===== src/dewc_pkg.sv =====
// shared types, constants and helper functions of the event window classifier
package dewc_pkg;

  localparam int CHANNELS      = 40;
  localparam int SPECTRUM_BINS = 8000;
  localparam int FRACTION_BITS = 4;

  localparam int MULT_W   = 6;
  localparam int CHAN_W   = 6;
  localparam int ENERGY_W = 18;
  localparam int DS_W     = 4;
  localparam int HIST_W   = 5;
  localparam int BIN_W    = 13;
  localparam int SUM_W    = ENERGY_W + 1;
  localparam int CFG_IDX_W = 2;

  // configuration register indexes
  localparam logic [CFG_IDX_W-1:0] CFG_APPLY_VETO    = 2'd0;
  localparam logic [CFG_IDX_W-1:0] CFG_INCLUDE_NAT   = 2'd1;
  localparam logic [CFG_IDX_W-1:0] CFG_PAIRS_ENABLED = 2'd2;

  // dataset codes
  localparam logic [DS_W-1:0] DS_EXCLUDED = 4'hF;
  localparam logic [DS_W-1:0] DS_BEGE_A   = 4'd0;
  localparam logic [DS_W-1:0] DS_ENR_COAX = 4'd1;
  localparam logic [DS_W-1:0] DS_NAT_COAX = 4'd3;
  localparam logic [DS_W-1:0] DS_BEGE_B   = 4'd4;

  // histogram targets
  localparam logic [HIST_W-1:0] H_CHAN_SPEC  = 5'd0;
  localparam logic [HIST_W-1:0] H_BEGE_SPEC  = 5'd1;
  localparam logic [HIST_W-1:0] H_COAX_SPEC  = 5'd2;
  localparam logic [HIST_W-1:0] H_NAT_SPEC   = 5'd3;
  localparam logic [HIST_W-1:0] H_WIN_SINGLE = 5'd4;
  localparam logic [HIST_W-1:0] H_PAIR_2D    = 5'd10;
  localparam logic [HIST_W-1:0] H_PAIR_SUM   = 5'd11;
  localparam logic [HIST_W-1:0] H_PAIR_E     = 5'd12;
  localparam logic [HIST_W-1:0] H_PAIR_CC    = 5'd13;
  localparam logic [HIST_W-1:0] H_PAIR_CH    = 5'd19;

  localparam int WINDOWS = 6;
  localparam int MARKER_KEV = 10000;

  // window bounds in keV, [lo, hi)
  localparam logic [31:0] SINGLE_LO [WINDOWS] = '{32'd1521, 32'd1457, 32'd565,
                                                  32'd1405, 32'd1470, 32'd1535};
  localparam logic [31:0] SINGLE_HI [WINDOWS] = '{32'd1529, 32'd1465, 32'd5500,
                                                  32'd1450, 32'd1515, 32'd1580};
  localparam logic [31:0] PAIR_LO [WINDOWS]   = '{32'd1519, 32'd1455, 32'd250,
                                                  32'd1405, 32'd1470, 32'd1535};
  localparam logic [31:0] PAIR_HI [WINDOWS]   = '{32'd1531, 32'd1467, 32'd3000,
                                                  32'd1450, 32'd1515, 32'd1580};

  // fill slots of one job: pair jobs use four fixed fills and three per window
  localparam int PAIR_FIXED = 4;
  localparam int SLOTS      = PAIR_FIXED + 3 * WINDOWS;
  localparam int SLOT_W     = $clog2(SLOTS);
  localparam int SGL_WIN0   = 2;

  localparam int JOBQ_DEPTH = 2;
  localparam int JOBQ_PTR_W = (JOBQ_DEPTH > 1) ? $clog2(JOBQ_DEPTH) : 1;
  localparam int JOBQ_CNT_W = $clog2(JOBQ_DEPTH + 1);

  typedef logic [SLOTS-1:0] slot_mask_t;

  typedef struct packed {
    logic apply_veto;
    logic include_natural_coax;
    logic pairs_enabled;
  } cfg_t;

  typedef struct packed {
    logic              pair;
    logic [HIST_W-1:0] ds_hist;
    logic [CHAN_W-1:0] c1;
    logic [CHAN_W-1:0] c2;
    logic [BIN_W-1:0]  bin1;
    logic [BIN_W-1:0]  bin2;
    logic [BIN_W-1:0]  bin3;
  } fill_ctx_t;

  typedef struct packed {
    fill_ctx_t  ctx;
    slot_mask_t mask;
  } job_t;

  function automatic logic [31:0] kev(input logic [31:0] k);
    return k << FRACTION_BITS;
  endfunction

  function automatic logic [BIN_W-1:0] bin_of(input logic [SUM_W-1:0] e);
    logic [31:0] b;
    b = 32'(e) >> FRACTION_BITS;
    if (b >= 32'(SPECTRUM_BINS)) begin
      b = 32'(SPECTRUM_BINS);
    end
    return b[BIN_W-1:0];
  endfunction

  function automatic logic ds_ok(input logic [DS_W-1:0] d, input logic nat);
    return (d == DS_BEGE_A) || (d == DS_ENR_COAX) || (d == DS_BEGE_B) ||
           ((d == DS_NAT_COAX) && nat);
  endfunction

endpackage


===== src/dewc_front.sv =====
// front part: holds the pair hits and turns each item into a fill job
module dewc_front import dewc_pkg::*; (
  input  logic                clk,
  input  logic                rst,
  input  cfg_t                cfg,
  input  logic                accept,
  input  logic [MULT_W-1:0]   multiplicity,
  input  logic                vetoed,
  input  logic [CHAN_W-1:0]   channel,
  input  logic [ENERGY_W-1:0] energy,
  input  logic [DS_W-1:0]     dataset,
  input  logic                last_channel,
  output logic                job_valid,
  output job_t                job
);

  logic [1:0]          hit_count;
  logic [CHAN_W-1:0]   first_hit_channel;
  logic [ENERGY_W-1:0] first_hit_energy;
  logic [DS_W-1:0]     first_hit_dataset;
  logic [CHAN_W-1:0]   second_hit_channel;
  logic [ENERGY_W-1:0] second_hit_energy;
  logic [DS_W-1:0]     second_hit_dataset;

  logic                live;
  logic                single_path;
  logic                pair_path;
  logic                counted;
  logic [1:0]          hit_count_next;
  logic [31:0]         e32;
  logic                single_ok;
  logic                ds_known;
  logic [HIST_W-1:0]   ds_hist;
  logic [WINDOWS-1:0]  swin;
  slot_mask_t          single_mask;

  logic [CHAN_W-1:0]   a_ch;
  logic [ENERGY_W-1:0] a_e;
  logic [DS_W-1:0]     a_ds;
  logic [CHAN_W-1:0]   b_ch;
  logic [ENERGY_W-1:0] b_e;
  logic [DS_W-1:0]     b_ds;
  logic                swap;
  logic [CHAN_W-1:0]   p1_ch;
  logic [CHAN_W-1:0]   p2_ch;
  logic [ENERGY_W-1:0] p1_e;
  logic [ENERGY_W-1:0] p2_e;
  logic [SUM_W-1:0]    psum;
  logic                pair_ok;
  logic [WINDOWS-1:0]  pwin;
  slot_mask_t          pair_mask;

  assign live = !(cfg.apply_veto && vetoed) &&
                ({1'b0, channel} < (CHAN_W + 1)'(CHANNELS));
  assign single_path = live && (multiplicity == MULT_W'(1));
  assign pair_path   = live && (multiplicity == MULT_W'(2)) && cfg.pairs_enabled;
  assign counted     = (dataset != DS_EXCLUDED) && (energy != '0);
  assign hit_count_next = (counted && hit_count != 2'd3) ? hit_count + 2'd1 : hit_count;

  // single-hit fills
  assign e32 = 32'(energy);
  assign single_ok = (dataset != DS_EXCLUDED) && (energy != '0) &&
                     (e32 < kev(32'(MARKER_KEV)));

  always_comb begin
    ds_known = 1'b1;
    ds_hist  = H_BEGE_SPEC;
    unique case (dataset)
      DS_BEGE_A, DS_BEGE_B: ds_hist = H_BEGE_SPEC;
      DS_ENR_COAX:          ds_hist = H_COAX_SPEC;
      DS_NAT_COAX:          ds_hist = H_NAT_SPEC;
      default:              ds_known = 1'b0;
    endcase
  end

  always_comb begin
    for (int w = 0; w < WINDOWS; w++) begin
      swin[w] = (e32 >= kev(SINGLE_LO[w])) && (e32 < kev(SINGLE_HI[w]));
    end
    single_mask = '0;
    single_mask[0] = 1'b1;
    single_mask[1] = ds_known;
    single_mask[SGL_WIN0 +: WINDOWS] = swin;
  end

  // pair as it stands once this item's hit is counted
  always_comb begin
    a_ch = first_hit_channel;
    a_e  = first_hit_energy;
    a_ds = first_hit_dataset;
    b_ch = second_hit_channel;
    b_e  = second_hit_energy;
    b_ds = second_hit_dataset;
    if (counted && hit_count == 2'd0) begin
      a_ch = channel;
      a_e  = energy;
      a_ds = dataset;
    end
    if (counted && hit_count == 2'd1) begin
      b_ch = channel;
      b_e  = energy;
      b_ds = dataset;
    end
  end

  assign swap  = b_ch < a_ch;
  assign p1_ch = swap ? b_ch : a_ch;
  assign p2_ch = swap ? a_ch : b_ch;
  assign p1_e  = swap ? b_e : a_e;
  assign p2_e  = swap ? a_e : b_e;
  assign psum  = SUM_W'(p1_e) + SUM_W'(p2_e);

  assign pair_ok = (hit_count_next == 2'd2) &&
                   (32'(p1_e) != kev(32'(MARKER_KEV))) &&
                   (32'(p2_e) != kev(32'(MARKER_KEV))) &&
                   ds_ok(a_ds, cfg.include_natural_coax) &&
                   ds_ok(b_ds, cfg.include_natural_coax);

  always_comb begin
    for (int w = 0; w < WINDOWS; w++) begin
      pwin[w] = (32'(psum) >= kev(PAIR_LO[w])) && (32'(psum) < kev(PAIR_HI[w]));
    end
    pair_mask = '0;
    pair_mask[PAIR_FIXED-1:0] = '1;
    for (int w = 0; w < WINDOWS; w++) begin
      pair_mask[PAIR_FIXED + 3 * w +: 3] = {3{pwin[w]}};
    end
  end

  always_comb begin
    job = '0;
    job_valid = 1'b0;
    if (single_path) begin
      job.ctx.pair    = 1'b0;
      job.ctx.ds_hist = ds_hist;
      job.ctx.c1      = channel;
      job.ctx.bin1    = bin_of(SUM_W'(energy));
      job.mask        = single_mask;
      job_valid       = accept && single_ok;
    end else begin
      job.ctx.pair = 1'b1;
      job.ctx.c1   = p1_ch;
      job.ctx.c2   = p2_ch;
      job.ctx.bin1 = bin_of(SUM_W'(p1_e));
      job.ctx.bin2 = bin_of(SUM_W'(p2_e));
      job.ctx.bin3 = bin_of(psum);
      job.mask     = pair_mask;
      job_valid    = accept && pair_path && last_channel && pair_ok;
    end
  end

  always_ff @(posedge clk) begin
    if (rst) begin
      hit_count          <= '0;
      first_hit_channel  <= '0;
      first_hit_energy   <= '0;
      first_hit_dataset  <= '0;
      second_hit_channel <= '0;
      second_hit_energy  <= '0;
      second_hit_dataset <= '0;
    end else if (accept) begin
      if (last_channel) begin
        hit_count          <= '0;
        first_hit_channel  <= '0;
        first_hit_energy   <= '0;
        first_hit_dataset  <= '0;
        second_hit_channel <= '0;
        second_hit_energy  <= '0;
        second_hit_dataset <= '0;
      end else if (pair_path && counted) begin
        hit_count <= hit_count_next;
        if (hit_count == 2'd0) begin
          first_hit_channel <= channel;
          first_hit_energy  <= energy;
          first_hit_dataset <= dataset;
        end
        if (hit_count == 2'd1) begin
          second_hit_channel <= channel;
          second_hit_energy  <= energy;
          second_hit_dataset <= dataset;
        end
      end
    end
  end

endmodule


===== src/dewc_job_queue.sv =====
// short job queue between the front and back parts
module dewc_job_queue import dewc_pkg::*; (
  input  logic clk,
  input  logic rst,
  input  logic wr_en,
  input  job_t wr_job,
  output logic full,
  input  logic rd_en,
  output logic rd_valid,
  output job_t rd_job
);

  job_t                  q [JOBQ_DEPTH];
  logic [JOBQ_PTR_W-1:0] wr_ptr;
  logic [JOBQ_PTR_W-1:0] rd_ptr;
  logic [JOBQ_CNT_W-1:0] count;
  logic                  do_wr;
  logic                  do_rd;

  assign full     = count == JOBQ_CNT_W'(JOBQ_DEPTH);
  assign rd_valid = count != '0;
  assign rd_job   = q[rd_ptr];
  assign do_wr    = wr_en && !full;
  assign do_rd    = rd_en && rd_valid;

  always_ff @(posedge clk) begin
    if (do_wr) begin
      q[wr_ptr] <= wr_job;
    end
  end

  always_ff @(posedge clk) begin
    if (rst) begin
      wr_ptr <= '0;
      rd_ptr <= '0;
      count  <= '0;
    end else begin
      if (do_wr) begin
        wr_ptr <= (wr_ptr == JOBQ_PTR_W'(JOBQ_DEPTH - 1)) ? '0 : wr_ptr + 1'b1;
      end
      if (do_rd) begin
        rd_ptr <= (rd_ptr == JOBQ_PTR_W'(JOBQ_DEPTH - 1)) ? '0 : rd_ptr + 1'b1;
      end
      if (do_wr && !do_rd) begin
        count <= count + 1'b1;
      end else if (do_rd && !do_wr) begin
        count <= count - 1'b1;
      end
    end
  end

endmodule


===== src/dewc_back.sv =====
// back part: walks the fill slots of each job and emits one record a cycle while its output is free or popped
module dewc_back import dewc_pkg::*; (
  input  logic              clk,
  input  logic              rst,
  input  logic              job_valid,
  input  job_t              job,
  output logic              job_pop,
  output logic              empty,
  input  logic              pop,
  output logic [HIST_W-1:0] histogram,
  output logic [BIN_W-1:0]  bin_x,
  output logic [BIN_W-1:0]  bin_y,
  output logic              last_fill
);

  fill_ctx_t         cur_ctx;
  slot_mask_t        cur_mask;
  slot_mask_t        rest;
  logic              busy;
  logic              out_valid;
  logic              out_free;
  logic              emit;
  logic              load;
  logic [SLOT_W-1:0] slot;
  logic [HIST_W-1:0] f_hist;
  logic [BIN_W-1:0]  f_x;
  logic [BIN_W-1:0]  f_y;

  assign busy     = cur_mask != '0;
  assign out_free = !out_valid || pop;
  assign emit     = busy && out_free;
  // drop the lowest pending slot
  assign rest     = cur_mask & (cur_mask - 1'b1);
  assign load     = job_valid && (!busy || (emit && rest == '0));
  assign job_pop  = load;
  assign empty    = !out_valid;

  always_comb begin
    slot = '0;
    for (int i = SLOTS - 1; i >= 0; i--) begin
      if (cur_mask[i]) begin
        slot = SLOT_W'(i);
      end
    end
  end

  always_comb begin
    f_hist = H_CHAN_SPEC;
    f_x    = '0;
    f_y    = '0;
    if (!cur_ctx.pair) begin
      if (slot == SLOT_W'(0)) begin
        f_hist = H_CHAN_SPEC;
        f_x    = cur_ctx.bin1;
        f_y    = BIN_W'(cur_ctx.c1);
      end else if (slot == SLOT_W'(1)) begin
        f_hist = cur_ctx.ds_hist;
        f_x    = cur_ctx.bin1;
      end else begin
        f_hist = H_WIN_SINGLE + HIST_W'(slot - SLOT_W'(SGL_WIN0));
        f_x    = BIN_W'(cur_ctx.c1);
      end
    end else begin
      for (int w = 0; w < WINDOWS; w++) begin
        if (slot == SLOT_W'(PAIR_FIXED + 3 * w)) begin
          f_hist = H_PAIR_CC + HIST_W'(w);
          f_x    = BIN_W'(cur_ctx.c1);
          f_y    = BIN_W'(cur_ctx.c2);
        end
        if (slot == SLOT_W'(PAIR_FIXED + 3 * w + 1)) begin
          f_hist = H_PAIR_CH + HIST_W'(w);
          f_x    = BIN_W'(cur_ctx.c1);
        end
        if (slot == SLOT_W'(PAIR_FIXED + 3 * w + 2)) begin
          f_hist = H_PAIR_CH + HIST_W'(w);
          f_x    = BIN_W'(cur_ctx.c2);
        end
      end
      if (slot == SLOT_W'(0)) begin
        f_hist = H_PAIR_2D;
        f_x    = cur_ctx.bin1;
        f_y    = cur_ctx.bin2;
      end else if (slot == SLOT_W'(1)) begin
        f_hist = H_PAIR_SUM;
        f_x    = cur_ctx.bin3;
      end else if (slot == SLOT_W'(2)) begin
        f_hist = H_PAIR_E;
        f_x    = cur_ctx.bin1;
      end else if (slot == SLOT_W'(3)) begin
        f_hist = H_PAIR_E;
        f_x    = cur_ctx.bin2;
      end
    end
  end

  always_ff @(posedge clk) begin
    if (load) begin
      cur_ctx <= job.ctx;
    end
    if (emit) begin
      histogram <= f_hist;
      bin_x     <= f_x;
      bin_y     <= f_y;
      last_fill <= rest == '0;
    end
  end

  always_ff @(posedge clk) begin
    if (rst) begin
      cur_mask  <= '0;
      out_valid <= 1'b0;
    end else begin
      if (load) begin
        cur_mask <= job.mask;
      end else if (emit) begin
        cur_mask <= rest;
      end
      if (emit) begin
        out_valid <= 1'b1;
      end else if (pop) begin
        out_valid <= 1'b0;
      end
    end
  end

endmodule


===== src/detector_event_window_classifier.sv =====
// Detector event window classifier: takes one channel of a detector event per push and
// returns histogram-fill records through a result queue. The front part accepts one item
// per cycle whenever its two-entry job queue has room; items that cause no fill write no
// job. The back part emits one record per cycle while its result register is free or
// popped, so an item that causes n fills (up to four for a single hit, up to ten at
// the end of a two-hit event) yields n records; the sustained rate is set by that output.
// Each record passes through the job queue and the back part's current-job registers to
// the registered result ports. Configuration writes are always ready and are registered.
module detector_event_window_classifier import dewc_pkg::*; (
  input  logic                 clk,
  input  logic                 rst,
  input  logic                 push,
  output logic                 full,
  input  logic [MULT_W-1:0]    multiplicity,
  input  logic                 vetoed,
  input  logic [CHAN_W-1:0]    channel,
  input  logic [ENERGY_W-1:0]  energy,
  input  logic signed [DS_W-1:0] dataset,
  input  logic                 last_channel,
  output logic                 empty,
  input  logic                 pop,
  output logic [HIST_W-1:0]    histogram,
  output logic [BIN_W-1:0]     bin_x,
  output logic [BIN_W-1:0]     bin_y,
  output logic                 last_fill,
  input  logic                 cfg_valid,
  output logic                 cfg_ready,
  input  logic [CFG_IDX_W-1:0] cfg_index,
  input  logic                 cfg_data
);

  cfg_t cfg;
  logic accept;
  logic fe_job_valid;
  job_t fe_job;
  logic q_valid;
  job_t q_job;
  logic q_pop;

  assign cfg_ready = 1'b1;
  assign accept    = push && !full;

  always_ff @(posedge clk) begin
    if (rst) begin
      cfg.apply_veto           <= 1'b0;
      cfg.include_natural_coax <= 1'b0;
      cfg.pairs_enabled        <= 1'b1;
    end else if (cfg_valid && cfg_ready) begin
      unique case (cfg_index)
        CFG_APPLY_VETO:    cfg.apply_veto           <= cfg_data;
        CFG_INCLUDE_NAT:   cfg.include_natural_coax <= cfg_data;
        CFG_PAIRS_ENABLED: cfg.pairs_enabled        <= cfg_data;
        default: ;
      endcase
    end
  end

  dewc_front u_front (
    .clk          (clk),
    .rst          (rst),
    .cfg          (cfg),
    .accept       (accept),
    .multiplicity (multiplicity),
    .vetoed       (vetoed),
    .channel      (channel),
    .energy       (energy),
    .dataset      (DS_W'(dataset)),
    .last_channel (last_channel),
    .job_valid    (fe_job_valid),
    .job          (fe_job)
  );

  dewc_job_queue u_queue (
    .clk      (clk),
    .rst      (rst),
    .wr_en    (fe_job_valid),
    .wr_job   (fe_job),
    .full     (full),
    .rd_en    (q_pop),
    .rd_valid (q_valid),
    .rd_job   (q_job)
  );

  dewc_back u_back (
    .clk       (clk),
    .rst       (rst),
    .job_valid (q_valid),
    .job       (q_job),
    .job_pop   (q_pop),
    .empty     (empty),
    .pop       (pop),
    .histogram (histogram),
    .bin_x     (bin_x),
    .bin_y     (bin_y),
    .last_fill (last_fill)
  );

endmodule


===== config.mk =====
export PLATFORM = sky130hd
export DESIGN_NAME = detector_event_window_classifier
export DESIGN_NICKNAME = d
export VERILOG_FILES = /design/src/dewc_pkg.sv /design/src/dewc_front.sv /design/src/dewc_job_queue.sv /design/src/dewc_back.sv /design/src/detector_event_window_classifier.sv
export SDC_FILE = /design/constraint.sdc
export NUM_CORES = 1
export LEC_CHECK = 0
export BUFFER_PORTS_ARGS = -buffer_cell sky130_fd_sc_hd__buf_2
export CAP_MARGIN = 25
export CORE_ASPECT_RATIO = 1.1
export CORE_MARGIN = 2
export CORE_UTILIZATION = 40
export CTS_CLUSTER_SIZE = 24
export DETAILED_ROUTE_END_ITERATION = 10
export HOLD_SLACK_MARGIN = 0.12
export SLEW_MARGIN = 20
export SYNTH_ARGS = -nofsm -noshare
export SYNTH_HDL_FRONTEND = slang
export SYNTH_SLANG_ARGS = --single-unit

===== constraint.sdc =====
create_clock -name clk -period 10.55 [get_ports clk]
set_clock_uncertainty 0.1 [all_clocks]
set_input_delay 1.055 -clock clk [delete_from_list [all_inputs] [get_ports clk]]
set_output_delay 1.055 -clock clk [all_outputs]
set_load 0.03 [all_outputs]

==> results.py <==
metrics = {
    "outcome": {
        "status": "complete, but fails checks",
        "violations": "design-rule violations",
    },
    "pwr": {
        "p_per_area_mw_per_mm2": 326,
        "p_leak_nw": 6.54,
        "peakVddDrop_uv": 190,
    },
    "yosys": {
        "syn_nets": 1682,
        "synth_area_mm2": 0.0159,
        "seq_area_frac_synth_pct": 52.2,
        "ys_ff_latch": 307,
        "synth_edf_count": 218,
        "synth_area_per_cell_um2": 9.91,
        "synth_flop_cell": "edfxtp_1",
        "synthTopCellsByCount": "222 x nand2_1, 218 x edfxtp_1, 156 x a21oi_1",
        "synth.most_common_cell": "nand2_1",
        "async_flop_share_pct": 0,
        "synth.distinct_cells": 90,
        "syn_inst": 1609,
        "synth.yosys.warnings": 0,
        "yosys.area.top_type": "edfxtp_1",
        "synthTopCellsByArea": "edfxtp_1 41%, dfxtp_1 11%, nand2_1 5.2%",
        "yosysTopAreaCellShare_pct": 41.1,
    },
    "critical_path": {
        "r2r_setup_slack_ns": 2.39,
        "arrival_ns": 8.84,
        "crit_path_end_kind": "register",
        "critical_path_required_ns": 10.75,
        "cp_max_fo": 19,
        "cp_slowest_cell": "o221ai_1",
        "slowest_delay_ns": 0.76,
        "start_kind": "input pin",
        "critPathKind": "in -> reg",
    },
    "floorplanning": {
        "start_util_pct": 40.6,
        "die_y_um": 213,
        "coreArea_mm2": 0.0393,
        "placementRows": 76,
        "die_area_mm2": 0.0415,
        "die_x_um": 194,
        "pin_count": 79,
    },
    "finish": {
        "register_area_mm2": 0.00833,
        "n_antenna_cell": 0,
        "layout.nets": 1733,
        "num-fill-cells": 3698,
        "post-route-util_pct": 45.7,
        "multi_input_area_mm2": 0.00706,
        "layout-drive-gt1-share_pct": 14.6,
        "syn2layout_area_growth_pct": 12.5,
    },
    "global_route": {
        "grt_pass1_wl_um": 69300,
        "grtUsageTotal_pct": 21.5,
        "gr-total-overflow": 0,
        "grt_start_max_net_pins": 87,
        "grt_pass1_vias": 11905,
        "antenna_found_initial": 0,
    },
    "sta": {
        "whs_ns": 0.361,
        "hold_viol": 0,
        "rsz0062_at_grt": "false",
        "max_freq_mhz": 116,
        "timing.final.crit_share_pct": 81.9,
        "tns_ns": 0,
        "finalCriticalPeriod_ns": 8.64,
        "tightestPinTransition_ns": 1.01,
        "slew_headroom_pct": 31.8,
        "slew_viol_final": 0,
        "setup_viol": 0,
    },
    "routing": {
        "vias_per_cell": 5.76,
        "drc": 7,
        "dr.pass1.iters": 9,
        "wirelength_um": 44700,
        "wl_per_cell_um": 20.4,
        "final_antenna_net_count": 0,
        "vias": 12623,
        "drt_iter0_markers": 1117,
    },
    "clocking": {
        "clk_latency_ns": 0.54,
        "postCtsSetupRepairBufs": 0,
        "clkSinkCount": 307,
        "cts-root-buf": "clkbuf_16",
        "ctsHoldBuffers": 0,
        "clockBufferDepth": 3,
        "numCtsBuffers": 34,
        "htreeDepth": 2,
        "cts_tree": "yes",
        "post_cts_resized": 0,
        "cts.reportedPaths.clkPinSlew_ns": 0.06,
    },
    "placed_design": {
        "io_buffers": 77,
        "dp_hpwl_um": 32600,
        "gp_congestion": 0.946,
    },
    "hold_path": {
        "holdCritPathClass": "reg -> reg",
    },
    "flow_run": {
        "maxCapViolCount": 0,
    },
}
-- state kept, by name, indices dropped and copies added, names as in the netlist, named ones only --
| signal | flops |
|---|---|
| cfg | 3 |
| u_back.bin_x | 13 |
| u_back.bin_y | 13 |
| u_back.cur_ctx | 54 |
| u_back.cur_mask | 22 |
| u_back.histogram | 5 |
| u_back.last_fill | 1 |
| u_back.out_valid | 1 |
| u_front.first_hit_channel | 6 |
| u_front.first_hit_dataset | 4 |
| u_front.first_hit_energy | 18 |
| u_front.hit_count | 2 |
| u_front.second_hit_channel | 6 |
| u_front.second_hit_dataset | 4 |
| u_front.second_hit_energy | 18 |
| u_queue.count | 2 |
| u_queue.q | 132 |
| u_queue.rd_ptr | 1 |
| u_queue.wr_ptr | 1 |
-- per-stage QoR --
step                setup slack [ns]  power (mW)  std cells  area (um^2)
floorplan                       1.73        3.88       1609        15900
global placement                1.58        4.60       2128        16800
detailed placement              1.49        4.68       2131        16900
CTS                             2.02        5.85       2192        17900
global route                    1.24        6.23       2192        17900
finish                          1.91        5.84       2192        17900
-- cell families after synthesis --
| group | Yosys count | synth area share [%] |
|---|---|---|
| simple gates | 571 | 16.8 |
| compound gates | 451 | 18.2 |
| buf+inv | 146 | 3.56 |
| other cells | 1 | 0.0235 |
| mux | 85 | 5.81 |
| flops | 307 | 52.2 |
| fa+ha+maj | 32 | 2.51 |
| xor+xnor | 16 | 0.879 |
-- routing by layer --
| layer | GRT usage, % | part of all wire, % | up-vias | routed length, um |
|---|---|---|---|---|
| li1 | - | - | 6067 | - |
| met1 | 29.5 | 45 | 6039 | 20300 |
| met2 | 34.6 | 45 | 430 | 20200 |
| met3 | 4.14 | 6.3 | 87 | 2840 |
| met4 | 7.06 | 3.0 | 0 | 1340 |
| met5 | 0 | 0 | - | 0 |
-- final timing paths --
path                                      from                            to  cells after the start
setup / recovery                     energy[1]               u_queue.q[1][6]                     26
hold / removal    u_front.first_hit_dataset[1]  u_front.first_hit_dataset[1]                      2
setup reg to reg          u_front.hit_count[0]               u_queue.q[1][6]                     25
hold reg to reg   u_front.first_hit_dataset[1]  u_front.first_hit_dataset[1]                      2
-- worst max-delay path, delay by kind of cell --
kind	cells	cell delay, ns
fa+ha+maj	2	0.69
xor+xnor	1	0.39
simple gates	9	3.13
buf+inv	2	0.23
compound gates	12	3.32
-- layout by cell type (no fill, tap or decap), drive strengths merged, types with 21 or more instances in the layout --
master	synthesis	layout
clkbuf	72	43
ha	28	28
o22ai	33	33
nor3	26	26
nor2	150	150
nand2	223	223
mux2i	28	28
o21ai	84	84
nand3	21	21
edfxtp	218	218
inv	60	63
mux2	57	57
a21oi	156	156
dfxtp	89	89
nor2b	30	30
buf	13	100
-- final cells by class --
| cell class | instances | share of cell area (%) |
|---|---|---|
| flip-flops and latches | 307 | 46.4 |
| multi-input cells | 1156 | 39.4 |
| clock buffers | 43 | 5.22 |
| well taps | 507 | 3.54 |
| repair buffers | 100 | 3.36 |
| clock inverters | 18 | 0.795 |
| inverters | 61 | 1.28 |
-- report_power, final --
group / internal [mW] / switching (mW)
Sequential: 1.68 / 0.130
Combinational: 0.950 / 1.92
Clock: 0.679 / 0.476
(Power assumes the default switching activity.)
